$ cat config.mk
export PLATFORM = sky130hd
export DESIGN_NAME = sha512_ctrl
export DESIGN_NICKNAME = d
export VERILOG_FILES = /design/src/sha512_pkg.sv /design/src/sha512_ctrl.sv
export SDC_FILE = /design/constraint.sdc
export NUM_CORES = 1
export LEC_CHECK = 0
export BUFFER_PORTS_ARGS = -buffer_cell sky130_fd_sc_hd__buf_2
export CORE_AREA = 4 4 44 46
export DETAILED_ROUTE_END_ITERATION = 8
export DIE_AREA = 0 0 48 50
export PLACE_DENSITY = 0.7
export REMOVE_ABC_BUFFERS = 1
export SETUP_SLACK_MARGIN = 0.4
export SLEW_MARGIN = 20
export SYNTH_ARGS = -nofsm -noshare
export SYNTH_HDL_FRONTEND = slang
export SYNTH_SLANG_ARGS = --single-unit
$ cat constraint.sdc
create_clock -name clk -period 2.35 [get_ports clk]
set_input_delay 0.47 -clock clk [delete_from_list [all_inputs] [get_ports clk]]
set_output_delay 0.47 -clock clk [all_outputs]
set_load 0.005 [all_outputs]
$ cat src/sha512_pkg.sv
// Shared types, codes and constant tables for the SHA-512 stream hash unit.
`default_nettype none

package sha512_pkg;

    // Block buffer slots, round and digest index limits, word size and pad byte.
    localparam logic [3:0] LEN_SLOT       = 4'd14;
    localparam logic [3:0] LAST_SLOT      = 4'd15;
    localparam logic [3:0] BYTES_PER_WORD = 4'd8;
    localparam logic [6:0] LAST_ROUND     = 7'd79;
    localparam logic [2:0] LAST_OUT_IDX   = 3'd7;
    localparam logic [7:0] PAD_BYTE       = 8'h80;

    // Controller states.
    typedef enum logic [2:0] {
        ST_IDLE,
        ST_PAD_MARK,
        ST_PAD_ZERO,
        ST_LEN_HI,
        ST_LEN_LO,
        ST_ROUND,
        ST_FINAL,
        ST_OUTPUT
    } ctrl_state_t;

    // Source of a word pushed into the block buffer.
    typedef enum logic [2:0] {
        SEL_DATA,
        SEL_MARK,
        SEL_ZERO,
        SEL_LEN_HI,
        SEL_LEN_LO
    } word_sel_t;

    // Commands from the controller to the datapath.
    typedef struct packed {
        logic      push;
        word_sel_t push_sel;
        logic      add_bytes;
        logic      start_comp;
        logic      round_step;
        logic      final_add;
        logic      out_next;
        logic      restart;
    } dp_cmd_t;

    // Status from the datapath to the controller.
    typedef struct packed {
        logic fill_at_14;
        logic fill_at_15;
        logic round_last;
        logic out_last;
        logic in_full;
    } dp_stat_t;

    // Initial hash values.
    function automatic logic [63:0] start_hash(input logic [2:0] idx);
        logic [63:0] val;
        case (idx)
            3'd0:    val = 64'h6a09e667f3bcc908;
            3'd1:    val = 64'hbb67ae8584caa73b;
            3'd2:    val = 64'h3c6ef372fe94f82b;
            3'd3:    val = 64'ha54ff53a5f1d36f1;
            3'd4:    val = 64'h510e527fade682d1;
            3'd5:    val = 64'h9b05688c2b3e6c1f;
            3'd6:    val = 64'h1f83d9abfb41bd6b;
            default: val = 64'h5be0cd19137e2179;
        endcase
        return val;
    endfunction

    // Round constants.
    function automatic logic [63:0] round_k(input logic [6:0] idx);
        logic [63:0] val;
        case (idx)
            7'd0:  val = 64'h428a2f98d728ae22;
            7'd1:  val = 64'h7137449123ef65cd;
            7'd2:  val = 64'hb5c0fbcfec4d3b2f;
            7'd3:  val = 64'he9b5dba58189dbbc;
            7'd4:  val = 64'h3956c25bf348b538;
            7'd5:  val = 64'h59f111f1b605d019;
            7'd6:  val = 64'h923f82a4af194f9b;
            7'd7:  val = 64'hab1c5ed5da6d8118;
            7'd8:  val = 64'hd807aa98a3030242;
            7'd9:  val = 64'h12835b0145706fbe;
            7'd10: val = 64'h243185be4ee4b28c;
            7'd11: val = 64'h550c7dc3d5ffb4e2;
            7'd12: val = 64'h72be5d74f27b896f;
            7'd13: val = 64'h80deb1fe3b1696b1;
            7'd14: val = 64'h9bdc06a725c71235;
            7'd15: val = 64'hc19bf174cf692694;
            7'd16: val = 64'he49b69c19ef14ad2;
            7'd17: val = 64'hefbe4786384f25e3;
            7'd18: val = 64'h0fc19dc68b8cd5b5;
            7'd19: val = 64'h240ca1cc77ac9c65;
            7'd20: val = 64'h2de92c6f592b0275;
            7'd21: val = 64'h4a7484aa6ea6e483;
            7'd22: val = 64'h5cb0a9dcbd41fbd4;
            7'd23: val = 64'h76f988da831153b5;
            7'd24: val = 64'h983e5152ee66dfab;
            7'd25: val = 64'ha831c66d2db43210;
            7'd26: val = 64'hb00327c898fb213f;
            7'd27: val = 64'hbf597fc7beef0ee4;
            7'd28: val = 64'hc6e00bf33da88fc2;
            7'd29: val = 64'hd5a79147930aa725;
            7'd30: val = 64'h06ca6351e003826f;
            7'd31: val = 64'h142929670a0e6e70;
            7'd32: val = 64'h27b70a8546d22ffc;
            7'd33: val = 64'h2e1b21385c26c926;
            7'd34: val = 64'h4d2c6dfc5ac42aed;
            7'd35: val = 64'h53380d139d95b3df;
            7'd36: val = 64'h650a73548baf63de;
            7'd37: val = 64'h766a0abb3c77b2a8;
            7'd38: val = 64'h81c2c92e47edaee6;
            7'd39: val = 64'h92722c851482353b;
            7'd40: val = 64'ha2bfe8a14cf10364;
            7'd41: val = 64'ha81a664bbc423001;
            7'd42: val = 64'hc24b8b70d0f89791;
            7'd43: val = 64'hc76c51a30654be30;
            7'd44: val = 64'hd192e819d6ef5218;
            7'd45: val = 64'hd69906245565a910;
            7'd46: val = 64'hf40e35855771202a;
            7'd47: val = 64'h106aa07032bbd1b8;
            7'd48: val = 64'h19a4c116b8d2d0c8;
            7'd49: val = 64'h1e376c085141ab53;
            7'd50: val = 64'h2748774cdf8eeb99;
            7'd51: val = 64'h34b0bcb5e19b48a8;
            7'd52: val = 64'h391c0cb3c5c95a63;
            7'd53: val = 64'h4ed8aa4ae3418acb;
            7'd54: val = 64'h5b9cca4f7763e373;
            7'd55: val = 64'h682e6ff3d6b2b8a3;
            7'd56: val = 64'h748f82ee5defb2fc;
            7'd57: val = 64'h78a5636f43172f60;
            7'd58: val = 64'h84c87814a1f0ab72;
            7'd59: val = 64'h8cc702081a6439ec;
            7'd60: val = 64'h90befffa23631e28;
            7'd61: val = 64'ha4506cebde82bde9;
            7'd62: val = 64'hbef9a3f7b2c67915;
            7'd63: val = 64'hc67178f2e372532b;
            7'd64: val = 64'hca273eceea26619c;
            7'd65: val = 64'hd186b8c721c0c207;
            7'd66: val = 64'heada7dd6cde0eb1e;
            7'd67: val = 64'hf57d4f7fee6ed178;
            7'd68: val = 64'h06f067aa72176fba;
            7'd69: val = 64'h0a637dc5a2c898a6;
            7'd70: val = 64'h113f9804bef90dae;
            7'd71: val = 64'h1b710b35131c471b;
            7'd72: val = 64'h28db77f523047d84;
            7'd73: val = 64'h32caab7b40c72493;
            7'd74: val = 64'h3c9ebe0a15c9bebc;
            7'd75: val = 64'h431d67c49c100d4c;
            7'd76: val = 64'h4cc5d4becb3e42b6;
            7'd77: val = 64'h597f299cfc657e2a;
            7'd78: val = 64'h5fcb6fab3ad6faec;
            7'd79: val = 64'h6c44198c4a475817;
            default: val = 64'h0;
        endcase
        return val;
    endfunction

endpackage

`default_nettype wire

$ cat src/sha512_ctrl.sv
// Controller: sequences word intake, padding, compression rounds and digest output.
`default_nettype none

module sha512_ctrl
    import sha512_pkg::*;
(
    input  wire logic     clk,
    input  wire logic     rst_n,
    input  wire logic     in_valid,
    input  wire logic     in_last,
    output logic          in_ready,
    output logic          out_valid,
    input  wire logic     out_ready,
    input  wire dp_stat_t stat,
    output dp_cmd_t       cmd
);

    ctrl_state_t state_reg;
    ctrl_state_t state_next;
    ctrl_state_t resume_reg;
    ctrl_state_t resume_next;
    ctrl_state_t after_push;

    // State registers.
    always_ff @(posedge clk or negedge rst_n)
    begin
        if (!rst_n)
        begin
            state_reg  <= ST_IDLE;
            resume_reg <= ST_IDLE;
        end
        else
        begin
            state_reg  <= state_next;
            resume_reg <= resume_next;
        end
    end

    // Next state. A push that fills the block diverts to the rounds first.
    always_comb
    begin
        state_next  = state_reg;
        resume_next = resume_reg;
        after_push  = state_reg;
        unique case (state_reg)
            ST_IDLE:
            begin
                if (in_last)
                    after_push = stat.in_full ? ST_PAD_MARK : ST_PAD_ZERO;
                else
                    after_push = ST_IDLE;
                if (in_valid)
                    state_next = after_push;
            end
            ST_PAD_MARK:
            begin
                after_push = ST_PAD_ZERO;
                state_next = after_push;
            end
            ST_PAD_ZERO:
            begin
                after_push = ST_PAD_ZERO;
                if (stat.fill_at_14)
                    state_next = ST_LEN_HI;
            end
            ST_LEN_HI:
            begin
                after_push = ST_LEN_LO;
                state_next = after_push;
            end
            ST_LEN_LO:
            begin
                after_push = ST_OUTPUT;
                state_next = after_push;
            end
            ST_ROUND:
            begin
                if (stat.round_last)
                    state_next = ST_FINAL;
            end
            ST_FINAL:
            begin
                state_next = resume_reg;
            end
            ST_OUTPUT:
            begin
                if (out_ready && stat.out_last)
                    state_next = ST_IDLE;
            end
            default:
            begin
                state_next = ST_IDLE;
            end
        endcase
        if (cmd.start_comp)
        begin
            state_next  = ST_ROUND;
            resume_next = after_push;
        end
    end

    // Commands and handshake outputs.
    always_comb
    begin
        cmd       = '0;
        cmd.push_sel = SEL_ZERO;
        in_ready  = 1'b0;
        out_valid = 1'b0;
        unique case (state_reg)
            ST_IDLE:
            begin
                in_ready = 1'b1;
                if (in_valid)
                begin
                    cmd.push       = 1'b1;
                    cmd.push_sel   = SEL_DATA;
                    cmd.add_bytes  = 1'b1;
                    cmd.start_comp = stat.fill_at_15;
                end
            end
            ST_PAD_MARK:
            begin
                cmd.push       = 1'b1;
                cmd.push_sel   = SEL_MARK;
                cmd.start_comp = stat.fill_at_15;
            end
            ST_PAD_ZERO:
            begin
                if (!stat.fill_at_14)
                begin
                    cmd.push       = 1'b1;
                    cmd.push_sel   = SEL_ZERO;
                    cmd.start_comp = stat.fill_at_15;
                end
            end
            ST_LEN_HI:
            begin
                cmd.push     = 1'b1;
                cmd.push_sel = SEL_LEN_HI;
            end
            ST_LEN_LO:
            begin
                cmd.push       = 1'b1;
                cmd.push_sel   = SEL_LEN_LO;
                cmd.start_comp = 1'b1;
            end
            ST_ROUND:
            begin
                cmd.round_step = 1'b1;
            end
            ST_FINAL:
            begin
                cmd.final_add = 1'b1;
            end
            ST_OUTPUT:
            begin
                out_valid = 1'b1;
                // The last digest item restarts the hash, which also clears the index.
                if (out_ready)
                begin
                    cmd.out_next = !stat.out_last;
                    cmd.restart  = stat.out_last;
                end
            end
            default:
            begin
                cmd.push = 1'b0;
            end
        endcase
    end

endmodule

`default_nettype wire

==> qor.csv, run 1 <==
metric;value;unit
status;finished, final reports clean;
num ports;22;
Seq pwr share;24.0;%
Die Wd;48;um
via count;589;
Required @ worst endpoint;1.88;ns
fin crit period;1.95;ns
routability cong.;0.786;
CP max FO;6;
chip height;50;um
synth top area cells;dfrtp_1 (29%), nor2_1 (5.1%), o21ai_0 (4.9%);
YS warnings;0;
Mapped Area;510;um2
Final Hold Vio Count;0;
max frequency;514;MHz
tightest hold margin;0.0413;ns
Switching Share;43.4;%
# rows;14;
IO Port Bufs;21;
R2R setup slack;0.44;ns
clk_skew;0.00952;ns
area of the multi-input gates;337;um2
fin area;739;um2
#FFs+latches synth;6;
max-slew violations;0;
WS Path Type;flop to primary output;
Reg clk slew, reported paths;0.05;ns
first-pass GRT wire length;2.38;mm
Post-Syn Instances;67;
Iter 0 DRT Violations;20;
met2 WL;809;um
vias in the first global route;551;
Pleak;0.390;nW
HP Class;input pin to asynchronous set/reset pin;
Final Cycle Share;82.8;%
CTS Buf Count;3;
fin nets;109;
Int Pwr;574;uW
layout cells sized above 1;44.3;%
Most used DFF post-synth;dfrtp_1;
core box area;1510;um2
startpoint class of the critical path;flop;
Clock Latency Late Sink;0.25;ns
antenna violations before repair;0;
Inserted Diodes;0;
Seq/Total Area, Yosys;29.4;%
Data arrival, critical path;1.48;ns
cell taking the most area after synthesis;dfrtp_1;
Worst Setup End Kind;primary output;
cts hold-fix bufs;0;
Post-DRT Antenna Nets;0;
Combinational Power Share;66.1;%
worst r2r path cells;5;
Slew HR;62.3;%
P&R area growth vs syn;44.9;%
worst slew pin tran;0.564;ns
ys async rst share;100;%
Top Layer Used;met4;
RSZ-0062 raised after global routing;yes;
post-route core utilization;49.1;%
reg-to-reg endpoint;state_reg[0]$_DFFE_PN0P_;
Tot Pwr;1.01;mW
DP Wirelength;980;um
DP Area;613;um2
drt pass-1 iters;4;
clock power share;9.8;%
post-synth top area share;29.4;%
P per Cell Area;1370;nW/um2
root buffer cell;clkbuf_4;
M1 WL;670;um
Total Routing Usage GR;13.8;%
clk sinks;6;
filler instances;162;
final setup fails;0;
most frequent cell after synthesis;nor2_1;
wire length on met3;116;um
P_sw;441;uW
H-Tree Depth;1;
EDFF count, synth;0;
syn_area_per_cell;7.62;um2
Peak VDD IR;0.489;mV
Longest Clk Path Bufs;2;
DRC;0;
Final Routed Wirelength;1.61;mm
average wire per standard cell;14.3;um
Setup TNS Final;0;ns
gr ovfl total;0;
Reg-to-Reg Start;state_reg[1]$_DFFE_PN0P_;
CTS tree;yes;
Yosys cell types;32;
Starting Density;33.9;%
max cap viols;0;
die area;2400;um2
Synth top cells by count;nor2_1 (7), dfrtp_1 (6), inv_1 (5), nand2_1 (5), o21ai_0 (5);
largest net degree at the start of global routing;13;
sequential cell area;154;um2
drt via density;5.21;
timing repair:
action	4_1_cts	5_1_grt
gates resized for setup	4	4
buffers inserted	9	1
pin swaps	1	2
cloned	0	0
endpoints found under the setup margin	1	3
per-stage QoR:
stage | cells | worst slack [ns]
floorplan | 62 | 0.655
global placement | 100 | 0.334
detailed placement | 100 | 0.337
CTS | 112 | 0.404
global route | 113 | 0.352
finish | 113 | 0.404
cells by family (layout without fill, tap and decap cells):
kind of cell	Yosys count	after routing	synth area share (%)
compound gates	18	18	23.5
buf+inv	10	40	9.56
flops	6	6	29.4
mux	2	2	4.17
simple gates	31	31	33.3
cell type report:
class / count / area share [%]
clock buffers: 3 / 3.05
repair buffers: 32 / 25.4
well taps: 16 / 2.71
flip-flops and latches: 6 / 20.8
multi-input cells: 51 / 45.5
inverters: 5 / 2.54
placed cells by master, fill, tap and decap left out:
master     netlist  routed
nor2_1           7       7
a22o_1           1       1
a211o_1          1       1
a21oi_1          4       4
a22oi_1          1       1
dfrtp_2          0       3
or3b_1           1       1
and3b_1          1       1
nand3b_1         1       1
or3_1            1       1
nand2b_1         3       2
nand2b_4         0       1
nor3_1           3       1
nor4b_2          0       1
nand2_1          5       5
nor2b_1          3       3
buf_4            1      11
nor3_2           0       2
or2b_2           1       1
o21ai_0          5       5
and3_1           2       2
o21bai_1         1       1
o21a_1           1       1
buf_2            0      21
o2bb2ai_1        1       1
a311o_1          1       1
a2111oi_1        0       1
mux2_1           1       1
dfrtp_1          6       3
nand3_1          1       1
inv_1            5       5
mux2i_1          1       1
and2_1           1       1
a211oi_1         1       1
clkbuf_4         0       3
power groups by stage:
| stage | Combinational (mW) | Clock [mW] | Sequential [mW] |
|---|---|---|---|
| 2_1_floorplan | 0.306 | 0 | 0.243 |
| 3_3_place_gp | 0.468 | 0 | 0.254 |
| 3_5_place_dp | 0.472 | 0 | 0.259 |
| 4_1_cts | 0.622 | 0.101 | 0.230 |
| 5_1_grt | 0.744 | 0.108 | 0.250 |
| 6_report | 0.671 | 0.0999 | 0.244 |
worst max path at each step:
stage | startpoint | end | cells after the start
finish | state_reg[2]$_DFFE_PN0P_ | cmd[4] | 4
global route | state_reg[2]$_DFFE_PN0P_ | cmd[4] | 4
CTS | state_reg[0]$_DFFE_PN0P_ | cmd[4] | 4
detailed placement | state_reg[0]$_DFFE_PN0P_ | cmd[4] | 4
global placement | state_reg[0]$_DFFE_PN0P_ | cmd[4] | 4
floorplan | state_reg[1]$_DFFE_PN0P_ | cmd[4] | 3
worst max-delay path: stages, from the launching register on:
cell and delay [ns]:
dfrtp_2 0.45, or2b_2 0.33, a21oi_1 0.15, a211o_1 0.18, buf_2 0.12
routing by layer:
| metal | GRT usage [%] | up-vias |
|---|---|---|
| li1 | - | 295 |
| met1 | 16.5 | 266 |
| met2 | 23.1 | 26 |
| met3 | 4.36 | 2 |
| met4 | 2.69 | 0 |
| met5 | 0 | - |
No activity file was read; power rests on OpenSTA's default activity.
==> run 2, diff against run 1 <==
PLACE_DENSITY = 0.72   (was 0.7)
clock period = 1.6 ns   (was 2.35 ns; I/O delays follow)
==> run 2 against run 1 <==
Against the previous run: the flow now finishes with violations (setup timing); final cell count up 20%; via count increased by 23%; worst hold slack improved by 0.38 ns; sequential share of layout area shrank 5.9 points; combinational power rose to 2.5 times the previous value; non-clock buffer count up 23; design area is 39% higher; die area unchanged; core utilization is 19 points higher; highest routed layer unchanged.
==> qor.csv, run 2 (synthesis gave the netlist of run 1 again) <==
metric;value;unit
status;complete, but fails checks;
failing checks;setup timing;
Reg clk slew, reported paths;0.05;ns
Pleak;0.523;nW
layout cells sized above 1;65.0;%
gr ovfl total;0;
Worst Setup End Kind;primary output;
crit-path cells;or2b_4 -> a21oi_2 -> a211o_1 -> buf_2;
Seq pwr share;14.9;%
Total Routing Usage GR;18.1;%
Longest Clk Path Bufs;2;
fin area;1030;um2
P per Cell Area;2130;nW/um2
# rows;14;
Largest stage delay, worst path;0.44;ns
drt pass-1 iters;4;
Die Wd;48;um
Post-DRT Antenna Nets;0;
clk_skew;0.00292;ns
Required @ worst endpoint;1.28;ns
max cap viols;0;
chip height;50;um
P&R area growth vs syn;102;%
root buffer cell;clkbuf_4;
R2R setup slack;-0.14;ns
routability cong.;0.864;
most frequent cells in the layout;buf_4 (24), buf_2 (20), buf_6 (10), nor2_1 (5);
Iter 0 DRT Violations;8;
CP max FO;6;
Final Cycle Share;109;%
Final WS setup;-0.151;ns
fin cells;136;
drt via density;5.32;
Clock Latency Late Sink;0.25;ns
clock power share;7.0;%
HP Class;input pin to asynchronous set/reset pin;
P_sw;900;uW
DP Area;718;um2
CTS Buf Count;3;
fin crit period;1.75;ns
Combinational Power Share;78.1;%
delay-heaviest family, CP;flip-flops;
Inst Count DP;114;
num ports;22;
H-Tree Depth;1;
Int Pwr;1.29;mW
RSZ-0062 raised after global routing;yes;
first-pass GRT wire length;3.08;mm
CTS tree;yes;
Worst path slowest cell;dfrtp_2;
vias in the first global route;697;
DRC;0;
Final Routed Wirelength;2.13;mm
largest net degree at the start of global routing;10;
final setup fails;12;
Slew HR;81.4;%
Reg-to-Reg Start;state_reg[0]$_DFFE_PN0P_;
worst slew pin tran;0.280;ns
Starting Density;33.9;%
commonest non-fill, non-tap cell in the layout;buf_4;
clk sinks;6;
DP Wirelength;1.21;mm
die area;2400;um2
Data arrival, critical path;1.43;ns
fin nets;132;
core box area;1510;um2
Peak VDD IR;1.16;mV
startpoint class of the critical path;flop;
average wire per standard cell;15.7;um
max frequency;571;MHz
WP buf/inv;1;
worst r2r path cells;5;
via count;724;
IO Port Bufs;21;
Setup WS pre-CTS;-0.182;ns
reg-to-reg endpoint;state_reg[0]$_DFFE_PN0P_;
antenna violations before repair;0;
Inserted Diodes;0;
Final Hold Vio Count;0;
WS Path Type;flop to primary output;
max-slew violations;0;
Switching Share;41.1;%
run 2: what timing repair did:
| item | in CTS | in global routing |
|---|---|---|
| endpoints found under the hold margin | 6 | 0 |
| resized for setup | 25 | 15 |
| setup buffers | 9 | 9 |
| hold buffers | 1 | 0 |
| gates cloned | 0 | 0 |
| setup endpoints to repair | 18 | 18 |
| pin swaps | 3 | 3 |
run 2: worst register-to-register path, stage by stage (launching register included):
cell and delay (ns):
dfrtp_2 0.44, or2b_4 0.22, a21oi_2 0.05, a211o_1 0.33, buf_4 0.17, or3b_4 0.40
run 2: how the worst max path moves through the flow:
| stage | endpoint | cells after the start | from | slack [ns] |
|---|---|---|---|---|
| 2_1_floorplan | resume_reg[1]$_DFFE_PN0P_ | 4 | state_reg[1]$_DFFE_PN0P_ | -0.09 |
| 3_3_place_gp | state_reg[0]$_DFFE_PN0P_ | 5 | state_reg[1]$_DFFE_PN0P_ | -0.08 |
| 3_5_place_dp | state_reg[0]$_DFFE_PN0P_ | 5 | state_reg[1]$_DFFE_PN0P_ | -0.18 |
| 4_1_cts | cmd[4] | 4 | state_reg[0]$_DFFE_PN0P_ | -0.12 |
| 5_1_grt | cmd[4] | 5 | state_reg[2]$_DFFE_PN0P_ | -0.19 |
| 6_report | cmd[4] | 4 | state_reg[0]$_DFFE_PN0P_ | -0.15 |
run 2: final cells by class:
| class | instances | area (um2) |
|---|---|---|
| repair buffers | 55 | 403 |
| multi-input cells | 51 | 409 |
| well taps | 16 | 20.0 |
| inverters | 5 | 21.3 |
| clock buffers | 3 | 22.5 |
| flip-flops and latches | 6 | 154 |
| fillers | 118 | 477 |
run 2: layer usage:
layer	vias up	part of all wire [%]	wire [um]	track usage, %
li1	343	-	-	-
met1	342	40	843	19.4
met2	29	52	1100	30.4
met3	10	5.5	118	6.91
met4	0	3.1	67	6.73
met5	-	0	0	0
run 2: power by group through the flow:
stage	sequential, mW	clock [mW]	combinational [mW]
after detailed placement	0.319	0	0.981
after floorplan	0.357	0	0.450
after CTS	0.337	0.154	1.31
after global routing	0.337	0.164	1.84
after global placement	0.312	0	0.965
final	0.327	0.152	1.71
run 2: stage by stage:
stage	hold slack [ns]	power [mW]	utilization (%)	TNS, ns
6_report	0.426	2.19	68.4	-0.759
5_1_grt	0.451	2.34	68.4	-1.38
4_1_cts	0.427	1.80	60.0	-0.654
3_5_place_dp	0.159	1.30	47.7	-0.312
3_3_place_gp	0.155	1.28	47.7	-0.0762
2_1_floorplan	0.0244	0.807	-	-0.142
==> run 3, diff against run 2 <==
--- a/constraint.sdc
+++ b/constraint.sdc
@@ -3,2 +3,2 @@
 set_output_delay 0.32 -clock clk [all_outputs]
-set_load 0.005 [all_outputs]
+set_load 0.01 [all_outputs]
==> run 3 against run 2 <==
Against the previous run: the run still ends with setup timing left; maximum frequency shrank 3.0%; wire length shrank 12%; core utilization down 4.5 points; power is 6.8% lower; register-to-register slack got worse by 0.02 ns; via count fell by 7.3%; critical path type unchanged; largest power group unchanged; highest routed layer unchanged.
==> qor.csv, run 3 (synthesis gave the netlist of run 1 again) <==
metric;value;unit
status;complete, but fails checks;
failing checks;setup timing;
WS Path Type;flop to primary output;
num ports;22;
chip height;50;um
P per Cell Area;2120;nW/um2
RSZ-0062 raised after global routing;yes;
max-slew violations;0;
layout cells sized above 1;55.8;%
Setup WS pre-CTS;-0.0492;ns
Inserted Diodes;0;
IO Port Bufs;21;
Largest stage delay, worst path;0.43;ns
CTS Buf Count;3;
DRC;0;
Iter 0 DRT Violations;7;
Slew HR;76.5;%
max frequency;554;MHz
drt via density;5.20;
routability cong.;0.840;
Clock Latency Late Sink;0.25;ns
Final WS setup;-0.205;ns
startpoint class of the critical path;flop;
die area;2400;um2
Data arrival, critical path;1.48;ns
filler instances;131;
via count;671;
clk sinks;6;
gr ovfl total;0;
largest net degree at the start of global routing;10;
antenna violations before repair;0;
clk_skew;0.00117;ns
Required @ worst endpoint;1.28;ns
max cap viols;0;
delay-heaviest family, CP;flip-flops;
Final Routed Wirelength;1.87;mm
CTS tree;yes;
first-pass GRT wire length;2.89;mm
Pleak;0.480;nW
drt pass-1 iters;4;
fin nets;125;
Worst path slowest cell;dfrtp_1;
P&R area growth vs syn;88.5;%
most frequent cells in the layout;buf_2 (17), buf_4 (17), buf_6 (13), dfrtp_1 (6), nor2_1 (5);
CP max FO;3;
H-Tree Depth;1;
Total Routing Usage GR;16.6;%
vias in the first global route;659;
# rows;14;
Final Cycle Share;113;%
average wire per standard cell;14.5;um
worst slew pin tran;0.352;ns
Longest Clk Path Bufs;2;
Starting Density;33.9;%
Post-DRT Antenna Nets;0;
Reg clk slew, reported paths;0.05;ns
Tot Pwr;2.04;mW
DP Wirelength;1.18;mm
Peak VDD IR;0.839;mV
crit-path cells;buf_6 -> or2b_4 -> a21oi_2 -> a211o_1 -> buf_2;
HP Class;input pin to asynchronous set/reset pin;
Die Wd;48;um
Final Hold Vio Count;0;
core box area;1510;um2
fin crit period;1.80;ns
final setup fails;14;
Worst Setup End Kind;primary output;
WP buf/inv;2;
root buffer cell;clkbuf_4;
==> run 3: cell types whose count changed in the layout (fill, tap and decap cells not counted), moves of 3 or more <==
cell / before / now
buf_4: 24 / 17
buf_2: 20 / 17
buf_6: 10 / 13
dfrtp_1: 3 / 6
dfrtp_2: 3 / 0
==> run 3: layer usage <==
metal	wire length [um]	track usage, %
met2	917	25.3
met1	788	21.2
met3	128	4.36
met4	39	6.73
met5	0	0
==> run 3: final timing paths <==
check,start,end,slack (ns),depth (start not counted)
max in group asynchronous,rst_n,resume_reg[1]$_DFFE_PN0P_,1.00,2
worst max-delay path,state_reg[0]$_DFFE_PN0P_,cmd[4],-0.20,5
worst min register to register,resume_reg[1]$_DFFE_PN0P_,resume_reg[1]$_DFFE_PN0P_,0.50,1
worst min-delay path,rst_n,state_reg[0]$_DFFE_PN0P_,0.44,2
worst max register to register,state_reg[0]$_DFFE_PN0P_,state_reg[0]$_DFFE_PN0P_,-0.16,6
min in group clk,resume_reg[1]$_DFFE_PN0P_,resume_reg[1]$_DFFE_PN0P_,0.50,1
==> run 3: through the flow <==
step | hold WS [ns] | cells | TNS [ns] | cell area [um2] | util (%)
floorplan | 0.0244 | 62 | -0.217 | 480 | -
global placement | 0.152 | 116 | -0.147 | 733 | 48.7
detailed placement | 0.161 | 116 | -0.114 | 733 | 48.7
CTS | 0.424 | 125 | -1.25 | 891 | 59.1
global route | 0.445 | 129 | -2.27 | 962 | 63.9
finish | 0.438 | 129 | -1.44 | 962 | 63.9
==> run 3: timing repair <==
| action | CTS | global route |
|---|---|---|
| endpoints found under the hold margin | 6 | 0 |
| gates resized for setup | 21 | 12 |
| setup endpoints to repair | 18 | 18 |
| pin swaps | 7 | 5 |
| hold buffers | 1 | 0 |
| buffers inserted | 5 | 4 |
==> run 3: layout make-up <==
type / count / area [um2] / area share (%)
Clock buffer: 3 / 22.5 / 2.34
Multi-Input combinational cell: 51 / 379 / 39.4
Timing Repair Buffer: 48 / 369 / 38.4
Tap cell: 16 / 20.0 / 2.08
Sequential cell: 6 / 150 / 15.6
Inverter: 5 / 21.3 / 2.21
==> run 3: power by group <==
part           total [mW]  switching [mW]  internal (mW)  leakage (nW)
logic                1.59           0.729          0.859         0.399
clock network       0.150          0.0641         0.0855        0.0138
registers           0.305          0.0718          0.233        0.0678
total                2.04           0.865           1.18         0.480
